[config.mk]
export PLATFORM = sky130hd
export DESIGN_NAME = fec_shard_group_tracker
export DESIGN_NICKNAME = d
export VERILOG_FILES = /design/src/design/fsgt_pkg.sv /design/src/design/fsgt_div.sv /design/src/design/fsgt_datapath.sv /design/src/design/fsgt_ctrl.sv /design/src/design/fec_shard_group_tracker.sv
export VERILOG_INCLUDE_DIRS = /design/src /design/src/design
export SDC_FILE = /design/constraint.sdc
export NUM_CORES = 1
export LEC_CHECK = 0
export ABC_AREA = 1
export BUFFER_PORTS_ARGS = -buffer_cell sky130_fd_sc_hd__buf_4
export CORE_ASPECT_RATIO = 2
export CORE_MARGIN = 2
export CORE_UTILIZATION = 45
export CTS_CLUSTER_DIAMETER = 150
export DETAILED_ROUTE_END_ITERATION = 10
export GPL_ROUTABILITY_DRIVEN = 1
export GPL_TIMING_DRIVEN = 0
export SETUP_SLACK_MARGIN = 0.02
export SYNTH_ARGS = -nofsm -noshare
export SYNTH_HDL_FRONTEND = slang
export SYNTH_SLANG_ARGS = --single-unit
[constraint.sdc]
create_clock -name clk -period 7.4 [get_ports clk]
set_clock_uncertainty 0.05 [all_clocks]
set_input_delay 0.74 -clock clk [delete_from_list [all_inputs] [get_ports clk]]
set_output_delay 0.74 -clock clk [all_outputs]
set_load 0.05 [all_outputs]
[src/design/fec_shard_group_tracker_defines.svh]
// Assertion macros shared by the shard group tracker modules.
// Expects clk and rst_n in the scope of each use.
`ifndef FEC_SHARD_GROUP_TRACKER_DEFINES_SVH
`define FEC_SHARD_GROUP_TRACKER_DEFINES_SVH

// same-cycle implication
`define FSGT_ASSERT_NOW(name, ante, cons, msg) \
    name: assert property (@(posedge clk) disable iff (!rst_n) (ante) |-> (cons)) \
        else $error(msg);

// next-cycle implication
`define FSGT_ASSERT_NEXT(name, ante, cons, msg) \
    name: assert property (@(posedge clk) disable iff (!rst_n) (ante) |=> (cons)) \
        else $error(msg);

`endif

[src/design/fsgt_pkg.sv]
// Shared types and constants for the shard group tracker.
// No dependencies.
package fsgt_pkg;

    localparam int SEQ_W      = 32;
    localparam int LEN_W      = 16;
    localparam int KIND_W     = 2;
    localparam int STATUS_W   = 2;
    localparam int CFG_DATA_W = 4;
    localparam int CFG_IDX_W  = 1;
    localparam int COUNT_W    = 5;
    localparam int MASK_W     = 16;
    localparam int SLOT_OUT_W = 2;
    localparam int IDX_OUT_W  = 4;
    localparam int DIV_CNT_W  = $clog2(SEQ_W);

    localparam logic [LEN_W-1:0] HDR_BYTES = 16'd8;

    localparam logic [KIND_W-1:0] KIND_DATA   = 2'd0;
    localparam logic [KIND_W-1:0] KIND_PARITY = 2'd1;

    localparam logic [STATUS_W-1:0] STATUS_NEW      = 2'd0;
    localparam logic [STATUS_W-1:0] STATUS_DUP      = 2'd1;
    localparam logic [STATUS_W-1:0] STATUS_SHORT    = 2'd2;
    localparam logic [STATUS_W-1:0] STATUS_BAD_TYPE = 2'd3;

    localparam logic [CFG_IDX_W-1:0] CFG_DATA_SHARDS   = 1'b0;
    localparam logic [CFG_IDX_W-1:0] CFG_PARITY_SHARDS = 1'b1;

    typedef enum logic [2:0] {
        S_IDLE,
        S_DIV,
        S_LOCATE,
        S_SCAN,
        S_FINISH
    } ctrl_state_t;

    typedef struct packed {
        logic accept;
        logic div_start;
        logic locate;
        logic scan_step;
        logic finish;
    } dp_cmd_t;

    typedef struct packed {
        logic in_bad;
        logic div_last;
        logic found;
        logic scan_last;
        logic out_free;
    } dp_status_t;

endpackage

[src/design/fsgt_div.sv]
// Restoring divider: 32-bit dividend by a narrow divisor, one bit a cycle.
// Depends on fsgt_pkg and the assertion macro header.
`include "fec_shard_group_tracker_defines.svh"

module fsgt_div #(
    parameter int DIVISOR_W = 5
) (
    input  logic                        clk,
    input  logic                        rst_n,
    input  logic                        start,
    input  logic [fsgt_pkg::SEQ_W-1:0]  dividend,
    input  logic [DIVISOR_W-1:0]        divisor,
    output logic                        last,
    output logic [fsgt_pkg::SEQ_W-1:0]  quotient,
    output logic [DIVISOR_W-1:0]        remainder
);
    import fsgt_pkg::*;

    localparam logic [DIV_CNT_W-1:0] LAST_CNT = DIV_CNT_W'(SEQ_W - 1);

    logic                 busy_reg;
    logic [DIV_CNT_W-1:0] cnt_reg;
    logic [SEQ_W-1:0]     quo_reg;
    logic [DIVISOR_W-1:0] rem_reg;
    logic [DIVISOR_W-1:0] div_reg;
    logic [DIVISOR_W:0]   trial;
    logic [DIVISOR_W:0]   diff;
    logic                 fits;

    always_comb
    begin
        trial = {rem_reg, quo_reg[SEQ_W-1]};
        diff  = trial - {1'b0, div_reg};
        fits  = trial >= {1'b0, div_reg};
    end

    always_ff @(posedge clk or negedge rst_n)
    begin
        if (!rst_n)
        begin
            busy_reg <= 1'b0;
            cnt_reg  <= '0;
        end
        else if (start)
        begin
            busy_reg <= 1'b1;
            cnt_reg  <= '0;
        end
        else if (busy_reg)
        begin
            cnt_reg <= cnt_reg + DIV_CNT_W'(1);
            if (cnt_reg == LAST_CNT)
            begin
                busy_reg <= 1'b0;
            end
        end
    end

    always_ff @(posedge clk)
    begin
        if (start)
        begin
            quo_reg <= dividend;
            rem_reg <= '0;
            div_reg <= divisor;
        end
        else if (busy_reg)
        begin
            quo_reg <= {quo_reg[SEQ_W-2:0], fits};
            rem_reg <= fits ? diff[DIVISOR_W-1:0] : trial[DIVISOR_W-1:0];
        end
    end

    assign last      = busy_reg && (cnt_reg == LAST_CNT);
    assign quotient  = quo_reg;
    assign remainder = rem_reg;

    `FSGT_ASSERT_NEXT(a_div_start_busy, start, busy_reg, "divider not busy after start")
    `FSGT_ASSERT_NEXT(a_div_stops, last && !start, !busy_reg, "divider ran past last step")

endmodule

[src/design/fsgt_datapath.sv]
// Datapath: config registers, input latch, divider, group slots, output register.
// Depends on fsgt_pkg, fsgt_div and the assertion macro header.
`include "fec_shard_group_tracker_defines.svh"

module fsgt_datapath #(
    parameter int MAX_SHARDS  = 16,
    parameter int GROUP_SLOTS = 3
) (
    input  logic                            clk,
    input  logic                            rst_n,
    input  logic                            cfg_we,
    input  logic [fsgt_pkg::CFG_IDX_W-1:0]  cfg_index,
    input  logic [fsgt_pkg::CFG_DATA_W-1:0] cfg_data,
    input  logic [fsgt_pkg::SEQ_W-1:0]      seq_id,
    input  logic [fsgt_pkg::KIND_W-1:0]     kind,
    input  logic [fsgt_pkg::LEN_W-1:0]      size_field,
    input  logic [fsgt_pkg::LEN_W-1:0]      packet_len,
    input  fsgt_pkg::dp_cmd_t               cmd,
    output fsgt_pkg::dp_status_t            st,
    input  logic                            out_stall,
    output logic                            out_valid,
    output logic [fsgt_pkg::STATUS_W-1:0]   status,
    output logic                            forward_data,
    output logic [fsgt_pkg::LEN_W-1:0]      forward_len,
    output logic [fsgt_pkg::SLOT_OUT_W-1:0] slot_id,
    output logic [fsgt_pkg::IDX_OUT_W-1:0]  shard_index,
    output logic                            group_done,
    output logic [fsgt_pkg::MASK_W-1:0]     missing_mask,
    output logic [fsgt_pkg::LEN_W-1:0]      recover_len
);
    import fsgt_pkg::*;

    localparam int TOT_W  = $clog2(MAX_SHARDS + 1);
    localparam int IDX_W  = $clog2(MAX_SHARDS);
    localparam int SLOT_W = $clog2(GROUP_SLOTS);

    // configuration
    logic [CFG_DATA_W-1:0] ds_reg;
    logic [CFG_DATA_W-1:0] ps_reg;

    // latched item
    logic                bad_reg;
    logic [STATUS_W-1:0] bad_status_reg;
    logic [KIND_W-1:0]   kind_reg;
    logic [LEN_W-1:0]    size_reg;
    logic [LEN_W-1:0]    plen_reg;

    // slot store
    logic [SEQ_W-1:0]      slot_group_reg   [GROUP_SLOTS];
    logic [COUNT_W-1:0]    slot_count_reg   [GROUP_SLOTS];
    logic [LEN_W-1:0]      slot_max_reg     [GROUP_SLOTS];
    logic [MAX_SHARDS-1:0] slot_present_reg [GROUP_SLOTS];
    logic [SEQ_W-1:0]      newest_reg;
    logic                  newest_valid_reg;

    // slot search
    logic [SLOT_W-1:0] sel_reg;
    logic              hit_reg;
    logic [SLOT_W-1:0] scan_reg;
    logic [SEQ_W-1:0]  old_grp_reg;

    // output word
    logic                  out_valid_reg;
    logic [STATUS_W-1:0]   out_status_reg;
    logic                  out_fwd_reg;
    logic [LEN_W-1:0]      out_flen_reg;
    logic [SLOT_OUT_W-1:0] out_slot_reg;
    logic [IDX_OUT_W-1:0]  out_idx_reg;
    logic                  out_done_reg;
    logic [MASK_W-1:0]     out_mask_reg;
    logic [LEN_W-1:0]      out_rlen_reg;

    logic [CFG_DATA_W:0] shard_sum;
    logic [TOT_W-1:0]    total;
    logic [SEQ_W-1:0]    grp;
    logic [TOT_W-1:0]    rem;
    logic [IDX_W-1:0]    idx;
    logic                div_last;

    logic [GROUP_SLOTS-1:0] match;
    logic [GROUP_SLOTS-1:0] free;
    logic [SLOT_W-1:0]      match_idx;
    logic [SLOT_W-1:0]      free_idx;
    logic [SEQ_W-1:0]       newest_diff;
    logic [SEQ_W-1:0]       cand_group;
    logic [SEQ_W-1:0]       cand_diff;
    logic                   scan_last;

    logic [MAX_SHARDS-1:0] cur_present;
    logic [COUNT_W-1:0]    cur_count;
    logic [LEN_W-1:0]      cur_max;
    logic [MAX_SHARDS-1:0] onehot;
    logic                  dup;
    logic [MAX_SHARDS-1:0] present_new;
    logic [COUNT_W-1:0]    count_new;
    logic [LEN_W-1:0]      pay_len;
    logic [LEN_W-1:0]      max_new;
    logic                  done;
    logic [MASK_W:0]       data_mask_w;
    logic [MASK_W-1:0]     present_pad;
    logic [MASK_W-1:0]     miss;
    logic [LEN_W-1:0]      rec_len;
    logic                  fwd;

    logic [SEQ_W-1:0]      post_group   [GROUP_SLOTS];
    logic [COUNT_W-1:0]    post_count   [GROUP_SLOTS];
    logic [LEN_W-1:0]      post_max     [GROUP_SLOTS];
    logic [MAX_SHARDS-1:0] post_present [GROUP_SLOTS];
    logic [SEQ_W-1:0]      age_diff     [GROUP_SLOTS];
    logic [GROUP_SLOTS-1:0] age;

    logic [SLOT_W+SLOT_OUT_W-1:0] slot_wide;
    logic [IDX_W+IDX_OUT_W-1:0]   idx_wide;

    // total shard count, saturated and never zero
    always_comb
    begin
        shard_sum = {1'b0, ds_reg} + {1'b0, ps_reg};
        if (int'(shard_sum) > MAX_SHARDS)
        begin
            total = TOT_W'(MAX_SHARDS);
        end
        else if (shard_sum == '0)
        begin
            total = TOT_W'(1);
        end
        else
        begin
            total = TOT_W'(shard_sum);
        end
    end

    fsgt_div #(
        .DIVISOR_W (TOT_W)
    ) u_div (
        .clk       (clk),
        .rst_n     (rst_n),
        .start     (cmd.div_start),
        .dividend  (seq_id),
        .divisor   (total),
        .last      (div_last),
        .quotient  (grp),
        .remainder (rem)
    );

    assign idx = rem[IDX_W-1:0];

    // find a live slot for this group, else the first empty one
    always_comb
    begin
        match_idx = '0;
        free_idx  = '0;
        for (int i = GROUP_SLOTS - 1; i >= 0; i--)
        begin
            match[i] = (slot_count_reg[i] != '0) && (slot_group_reg[i] == grp);
            free[i]  = (slot_count_reg[i] == '0);
            if (match[i])
            begin
                match_idx = SLOT_W'(i);
            end
            if (free[i])
            begin
                free_idx = SLOT_W'(i);
            end
        end
        newest_diff = grp - newest_reg;
        cand_group  = slot_group_reg[scan_reg];
        cand_diff   = cand_group - old_grp_reg;
        scan_last   = (scan_reg == SLOT_W'(GROUP_SLOTS - 1));
    end

    // shard update on the chosen slot; an evicted or fresh slot counts as empty
    always_comb
    begin
        cur_present = hit_reg ? slot_present_reg[sel_reg] : '0;
        cur_count   = hit_reg ? slot_count_reg[sel_reg] : '0;
        cur_max     = hit_reg ? slot_max_reg[sel_reg] : '0;
        onehot      = '0;
        onehot[idx] = 1'b1;
        dup         = |(cur_present & onehot);
        present_new = cur_present | onehot;
        count_new   = cur_count + COUNT_W'(1);
        pay_len     = plen_reg - HDR_BYTES;
        max_new     = (pay_len > cur_max) ? pay_len : cur_max;
        done        = count_new >= COUNT_W'(ds_reg);
        data_mask_w = ((MASK_W + 1)'(1) << ds_reg) - (MASK_W + 1)'(1);
        miss        = ~present_pad & data_mask_w[MASK_W-1:0];
        rec_len     = (max_new != '0) ? max_new : LEN_W'(1);
        fwd         = (kind_reg == KIND_DATA);
    end

    // shards beyond the bitmap read as absent
    for (genvar b = 0; b < MASK_W; b++)
    begin : g_pad
        if (b < MAX_SHARDS)
        begin : g_in
            assign present_pad[b] = present_new[b];
        end
        else
        begin : g_out
            assign present_pad[b] = 1'b0;
        end
    end

    // slot contents after the update, then ageing against the newest group
    always_comb
    begin
        for (int i = 0; i < GROUP_SLOTS; i++)
        begin
            post_group[i]   = slot_group_reg[i];
            post_count[i]   = slot_count_reg[i];
            post_max[i]     = slot_max_reg[i];
            post_present[i] = slot_present_reg[i];
            if (SLOT_W'(i) == sel_reg)
            begin
                if (done)
                begin
                    post_group[i]   = '0;
                    post_count[i]   = '0;
                    post_max[i]     = '0;
                    post_present[i] = '0;
                end
                else
                begin
                    post_group[i]   = grp;
                    post_count[i]   = count_new;
                    post_max[i]     = max_new;
                    post_present[i] = present_new;
                end
            end
            age_diff[i] = newest_reg - post_group[i];
            age[i] = (post_count[i] != '0) && !age_diff[i][SEQ_W-1]
                     && (age_diff[i] > SEQ_W'(GROUP_SLOTS));
        end
        slot_wide = {{SLOT_OUT_W{1'b0}}, sel_reg};
        idx_wide  = {{IDX_OUT_W{1'b0}}, idx};
    end

    always_ff @(posedge clk or negedge rst_n)
    begin
        if (!rst_n)
        begin
            ds_reg <= CFG_DATA_W'(1);
            ps_reg <= CFG_DATA_W'(1);
        end
        else if (cfg_we)
        begin
            case (cfg_index)
                CFG_DATA_SHARDS:   ds_reg <= cfg_data;
                CFG_PARITY_SHARDS: ps_reg <= cfg_data;
                default:           ds_reg <= ds_reg;
            endcase
        end
    end

    always_ff @(posedge clk)
    begin
        if (cmd.accept)
        begin
            bad_reg        <= st.in_bad;
            bad_status_reg <= (packet_len < HDR_BYTES) ? STATUS_SHORT : STATUS_BAD_TYPE;
            kind_reg       <= kind;
            size_reg       <= size_field;
            plen_reg       <= packet_len;
        end
    end

    // slot search: direct hit or empty slot, else walk for the oldest group
    always_ff @(posedge clk)
    begin
        if (cmd.locate)
        begin
            if (|match)
            begin
                sel_reg <= match_idx;
                hit_reg <= 1'b1;
            end
            else if (|free)
            begin
                sel_reg <= free_idx;
                hit_reg <= 1'b0;
            end
            else
            begin
                sel_reg     <= '0;
                hit_reg     <= 1'b0;
                old_grp_reg <= slot_group_reg[0];
                scan_reg    <= SLOT_W'(1);
            end
        end
        else if (cmd.scan_step)
        begin
            if (cand_diff[SEQ_W-1])
            begin
                sel_reg     <= scan_reg;
                old_grp_reg <= cand_group;
            end
            if (!scan_last)
            begin
                scan_reg <= scan_reg + SLOT_W'(1);
            end
        end
    end

    always_ff @(posedge clk or negedge rst_n)
    begin
        if (!rst_n)
        begin
            newest_reg       <= '0;
            newest_valid_reg <= 1'b0;
            for (int i = 0; i < GROUP_SLOTS; i++)
            begin
                slot_group_reg[i]   <= '0;
                slot_count_reg[i]   <= '0;
                slot_max_reg[i]     <= '0;
                slot_present_reg[i] <= '0;
            end
        end
        else
        begin
            if (cmd.locate)
            begin
                if (!newest_valid_reg || (!newest_diff[SEQ_W-1] && newest_diff != '0))
                begin
                    newest_reg <= grp;
                end
                newest_valid_reg <= 1'b1;
            end
            if (cmd.finish && !bad_reg && !dup)
            begin
                for (int i = 0; i < GROUP_SLOTS; i++)
                begin
                    if (age[i])
                    begin
                        slot_group_reg[i]   <= '0;
                        slot_count_reg[i]   <= '0;
                        slot_max_reg[i]     <= '0;
                        slot_present_reg[i] <= '0;
                    end
                    else
                    begin
                        slot_group_reg[i]   <= post_group[i];
                        slot_count_reg[i]   <= post_count[i];
                        slot_max_reg[i]     <= post_max[i];
                        slot_present_reg[i] <= post_present[i];
                    end
                end
            end
        end
    end

    always_ff @(posedge clk or negedge rst_n)
    begin
        if (!rst_n)
        begin
            out_valid_reg <= 1'b0;
        end
        else if (cmd.finish)
        begin
            out_valid_reg <= 1'b1;
        end
        else if (!out_stall)
        begin
            out_valid_reg <= 1'b0;
        end
    end

    always_ff @(posedge clk)
    begin
        if (cmd.finish)
        begin
            if (bad_reg)
            begin
                out_status_reg <= bad_status_reg;
                out_fwd_reg    <= 1'b0;
                out_flen_reg   <= '0;
                out_slot_reg   <= '0;
                out_idx_reg    <= '0;
                out_done_reg   <= 1'b0;
                out_mask_reg   <= '0;
                out_rlen_reg   <= '0;
            end
            else
            begin
                out_status_reg <= dup ? STATUS_DUP : STATUS_NEW;
                out_fwd_reg    <= fwd;
                out_flen_reg   <= fwd ? size_reg : '0;
                out_slot_reg   <= slot_wide[SLOT_OUT_W-1:0];
                out_idx_reg    <= idx_wide[IDX_OUT_W-1:0];
                out_done_reg   <= !dup && done;
                out_mask_reg   <= (!dup && done) ? miss : '0;
                out_rlen_reg   <= (!dup && done) ? rec_len : '0;
            end
        end
    end

    always_comb
    begin
        st.in_bad    = (packet_len < HDR_BYTES) || ((kind != KIND_DATA) && (kind != KIND_PARITY));
        st.div_last  = div_last;
        st.found     = (|match) || (|free);
        st.scan_last = scan_last;
        st.out_free  = !out_valid_reg || !out_stall;
    end

    assign out_valid    = out_valid_reg;
    assign status       = out_status_reg;
    assign forward_data = out_fwd_reg;
    assign forward_len  = out_flen_reg;
    assign slot_id      = out_slot_reg;
    assign shard_index  = out_idx_reg;
    assign group_done   = out_done_reg;
    assign missing_mask = out_mask_reg;
    assign recover_len  = out_rlen_reg;

    `FSGT_ASSERT_NEXT(a_finish_loads_word, cmd.finish, out_valid_reg, "finish left no word")
    `FSGT_ASSERT_NOW(a_done_is_new, out_valid_reg && out_done_reg, out_status_reg == STATUS_NEW, "group done on non-new shard")

endmodule

[src/design/fsgt_ctrl.sv]
// Controller: sequences accept, divide, slot search and result write-back.
// Depends on fsgt_pkg and the assertion macro header.
`include "fec_shard_group_tracker_defines.svh"

module fsgt_ctrl (
    input  logic                 clk,
    input  logic                 rst_n,
    input  logic                 in_valid,
    output logic                 in_stall,
    input  fsgt_pkg::dp_status_t st,
    output fsgt_pkg::dp_cmd_t    cmd
);
    import fsgt_pkg::*;

    ctrl_state_t state_reg;
    ctrl_state_t state_next;

    always_ff @(posedge clk or negedge rst_n)
    begin
        if (!rst_n)
        begin
            state_reg <= S_IDLE;
        end
        else
        begin
            state_reg <= state_next;
        end
    end

    always_comb
    begin
        state_next = state_reg;
        cmd        = '0;
        in_stall   = (state_reg != S_IDLE);
        case (state_reg)
            S_IDLE:
            begin
                if (in_valid)
                begin
                    cmd.accept = 1'b1;
                    if (st.in_bad)
                    begin
                        state_next = S_FINISH;
                    end
                    else
                    begin
                        cmd.div_start = 1'b1;
                        state_next    = S_DIV;
                    end
                end
            end
            S_DIV:
            begin
                if (st.div_last)
                begin
                    state_next = S_LOCATE;
                end
            end
            S_LOCATE:
            begin
                cmd.locate = 1'b1;
                state_next = st.found ? S_FINISH : S_SCAN;
            end
            S_SCAN:
            begin
                cmd.scan_step = 1'b1;
                if (st.scan_last)
                begin
                    state_next = S_FINISH;
                end
            end
            S_FINISH:
            begin
                // hold until the output register can take the word
                if (st.out_free)
                begin
                    cmd.finish = 1'b1;
                    state_next = S_IDLE;
                end
            end
            default:
            begin
                state_next = S_IDLE;
            end
        endcase
    end

    `FSGT_ASSERT_NOW(a_finish_needs_room, cmd.finish, st.out_free, "finish with output full")
    `FSGT_ASSERT_NEXT(a_good_item_divides, cmd.accept && !st.in_bad, state_reg == S_DIV, "good item skipped divide")

endmodule

[src/design/fec_shard_group_tracker.sv]
// Shard group tracker. A well-formed header goes through the 32-step serial divide by
// the shard total, then the slot search, which walks for the oldest slot when no slot
// matches or is free, then the result write-back. One item is in flight at a time: the
// next is taken in the cycle after the result is written. Short or bad-type headers
// skip the divide and the slot search. Reset is asynchronous, active low, and empties
// every slot at once; both shard counts return to 1.
module fec_shard_group_tracker #(
    parameter int MAX_SHARDS  = 16,
    parameter int GROUP_SLOTS = 3
) (
    input  logic                            clk,
    input  logic                            rst_n,
    input  logic                            cfg_we,
    input  logic [fsgt_pkg::CFG_IDX_W-1:0]  cfg_index,
    input  logic [fsgt_pkg::CFG_DATA_W-1:0] cfg_data,
    input  logic                            in_valid,
    output logic                            in_stall,
    input  logic [fsgt_pkg::SEQ_W-1:0]      seq_id,
    input  logic [fsgt_pkg::KIND_W-1:0]     kind,
    input  logic [fsgt_pkg::LEN_W-1:0]      size_field,
    input  logic [fsgt_pkg::LEN_W-1:0]      packet_len,
    output logic                            out_valid,
    input  logic                            out_stall,
    output logic [fsgt_pkg::STATUS_W-1:0]   status,
    output logic                            forward_data,
    output logic [fsgt_pkg::LEN_W-1:0]      forward_len,
    output logic [fsgt_pkg::SLOT_OUT_W-1:0] slot_id,
    output logic [fsgt_pkg::IDX_OUT_W-1:0]  shard_index,
    output logic                            group_done,
    output logic [fsgt_pkg::MASK_W-1:0]     missing_mask,
    output logic [fsgt_pkg::LEN_W-1:0]      recover_len
);
    import fsgt_pkg::*;

    dp_cmd_t    cmd;
    dp_status_t st;

    fsgt_ctrl u_ctrl (
        .clk      (clk),
        .rst_n    (rst_n),
        .in_valid (in_valid),
        .in_stall (in_stall),
        .st       (st),
        .cmd      (cmd)
    );

    fsgt_datapath #(
        .MAX_SHARDS  (MAX_SHARDS),
        .GROUP_SLOTS (GROUP_SLOTS)
    ) u_dp (
        .clk          (clk),
        .rst_n        (rst_n),
        .cfg_we       (cfg_we),
        .cfg_index    (cfg_index),
        .cfg_data     (cfg_data),
        .seq_id       (seq_id),
        .kind         (kind),
        .size_field   (size_field),
        .packet_len   (packet_len),
        .cmd          (cmd),
        .st           (st),
        .out_stall    (out_stall),
        .out_valid    (out_valid),
        .status       (status),
        .forward_data (forward_data),
        .forward_len  (forward_len),
        .slot_id      (slot_id),
        .shard_index  (shard_index),
        .group_done   (group_done),
        .missing_mask (missing_mask),
        .recover_len  (recover_len)
    );

endmodule

==> impl_metrics.toml <==
[worst_setup_path]
r2r_start = "u_dp.sel_reg[0]"
timing.rr.end = "u_dp.slot_present_reg[6]"
cp_max_fo = 10
endpoint_kind = "flip-flop"
reg2regPathDepth = 43
path_class = "flip-flop to flip-flop"
r2r_slack_ns = 0.11
max_stage_delay_ns = 0.50
critPathRequiredTime_ns = 7.89
arrival_ns = 7.78
crit_slowest_cell = "edfxtp_1"
crit_top_cell = "a21oi_2"
critPathLaunchType = "flip-flop"

[routing]
drc = 0
antenna_left = 0
wl_per_cell_um = 28.2
num_vias = 35400
drt-initial-drc-count = 2701
routed_wl_um = 168000
vias_per_cell = 5.93
dr.pass1.iters = 9

[final_layout]
regArea_um2 = 11600
layout_commonest_cell = "nand2_1"
area_delta_synth_final_pct = 16.3
final_nets = 5256
largest_reg_flops = 96
drive_above_1_share_pct = 10.4
nFillCells = 7485
final_cell_mix = "nand2_1 (1473), inv_1 (581), nor2_1 (359), o21ai_0 (332), nand3_1 (302)"
multi_input_area_um2 = 19100

[yosys]
ys_seq_area_share_pct = 35.3
synthFlopType = "dfrtp_1"
synth_fp_nets = 5019
syn_area_um2 = 32900
ys_types = 60
synthCells = 4770
syn_avg_cell_area_um2 = 6.89
synthArstFlopShare_pct = 59.9
ys_warn_count = 0
ys_ff_latch = 431
synth_edf_count = 168

[timing]
fin_crit_sh_pct = 98.6
max_freq_mhz = 137
hold_viol = 0
rsz0062_at_grt = "no"
tightestPinTransition_ns = 1.57
setup_viol = 0
maxSlewViolCount = 7
fin_setup_tns_ns = 0
fin_crit_ns = 7.29
max_slew_margin_pct = -4.62

[place]
gp_congestion = 1.12
hpwl_um = 134000
port_buffers = 135

[floorplan]
core_area_um2 = 72500
die_w_um = 195
die_h_um = 386
num_rows = 140
die_area_um2 = 75300
ios = 136
initial_core_util_pct = 45.3

[clocking]
root_buffer = "clkbuf_16"
cts_tree = "done"
cts.sinks = 431
cts.clk_slew.worst_paths_ns = 0.07
clk_latency_ns = 0.63
htree_levels = 2
clk_path_buf_depth = 3
ctsHoldBuffers = 0
cts-buffers-inserted = 41

[global_routing]
grt_pass1_vias = 35100
grt_usage_pct = 44.7
overflow = 0
antenna_found_initial = 14
grt_pass1_wl_um = 239000
grt_max_degree = 97

[outcome]
failed_checks = "capacitance limit, slew limit"
status = "finished with violations"

[min_path]
min_path_type = "primary input to asynchronous set/reset pin"

[job]
maxCapViolations = 2
layer usage:
metal / wire (um) / track usage [%] / up-vias / share of wire (%)
met5: 181 / 1.56 / - / 0.11
met4: 24400 / 51.3 / 14 / 15
met3: 12400 / 12.3 / 916 / 7.4
met2: 81400 / 77.5 / 1734 / 48
met1: 49800 / 38.8 / 16500 / 30
li1: - / - / 16200 / -
timing repair:
item	in CTS	in global routing
hold endpoints to repair	0	0
pin swaps	16	31
resized for setup	194	141
cloned	0	4
buffers inserted	19	28
setup endpoints to repair	220	217
how the worst max path moves through the flow:
stage / startpoint / end / depth (start not counted)
global route: u_dp.sel_reg[0] / u_dp.slot_max_reg[33] / 27
finish: u_dp.sel_reg[0] / u_dp.slot_present_reg[6] / 43
global placement: u_dp.sel_reg[0] / u_dp.slot_group_reg[20] / 42
floorplan: u_dp.sel_reg[1] / u_dp.slot_present_reg[30] / 43
detailed placement: u_dp.sel_reg[0] / u_dp.slot_group_reg[20] / 42
CTS: u_dp.sel_reg[0] / u_dp.slot_max_reg[10] / 44
critical path: cells and delay by family (launching register included):
kind            cells  cell delay, ns
buf+inv            15            2.26
simple gates       14            1.84
compound gates     10            1.61
fa+ha+maj           3            0.65
flops               1            0.50
xor+xnor            1            0.13
synth_stat cells (all sizes together), types with 10 or more instances:
| library cell | count | area share [%] |
|---|---|---|
| ha | 170 | 6.5 |
| nand2 | 1503 | 17 |
| a21oi | 202 | 3.1 |
| nor4 | 31 | 0.59 |
| a22oi | 29 | 0.66 |
| o22ai | 10 | 0.19 |
| a21boi | 13 | 0.30 |
| xor2 | 72 | 1.9 |
| nor3 | 42 | 0.65 |
| o21ai | 401 | 6.1 |
| edfxtp | 168 | 15 |
| buf | 64 | 1.3 |
| nor2 | 384 | 4.5 |
| nand3 | 319 | 5.0 |
| xnor2 | 78 | 2.1 |
| clkbuf | 135 | 1.5 |
| nand4 | 189 | 3.8 |
| nand3b | 11 | 0.25 |
| o2111ai | 10 | 0.27 |
| dfrtp | 256 | 19 |
| inv | 590 | 6.7 |
cell families after synthesis:
kind of cell | share of synthesized area (%)
buf+inv | 9.58
simple gates | 32.3
compound gates | 12.1
flops | 35.3
xor+xnor | 4.00
other cells | 0.0114
fa+ha+maj | 6.66
metrics by stage:
stage	setup WS (ns)	instance area, um^2	hold WS [ns]	std cells	util, %
after floorplan	1.12	32900	0.374	4770	-
after global placement	-3.74	35000	0.398	5828	48.3
after detailed placement	-3.79	35200	0.407	5839	48.6
after CTS	0.0206	37300	0.143	5932	51.5
after global routing	0.00286	38200	0.164	5965	52.7
final	0.106	38200	0.0724	5971	52.7
cell type report:
cell class                      count  area share (%)
Antenna cell                        8          0.0524
Buffer                            195            2.83
Clock buffer                       60            3.16
Clock inverter                     16           0.465
Inverter                          594            5.91
Multi-Input combinational cell   3546            49.9
Sequential cell                   431            30.4
Tap cell                          923            3.02
Timing Repair Buffer              197            4.33
Timing Repair inverter              1          0.0229
Power is left out: the tool's default activity adds up to more than one toggle a clock period on the data nets, which glitch-free logic cannot reach.
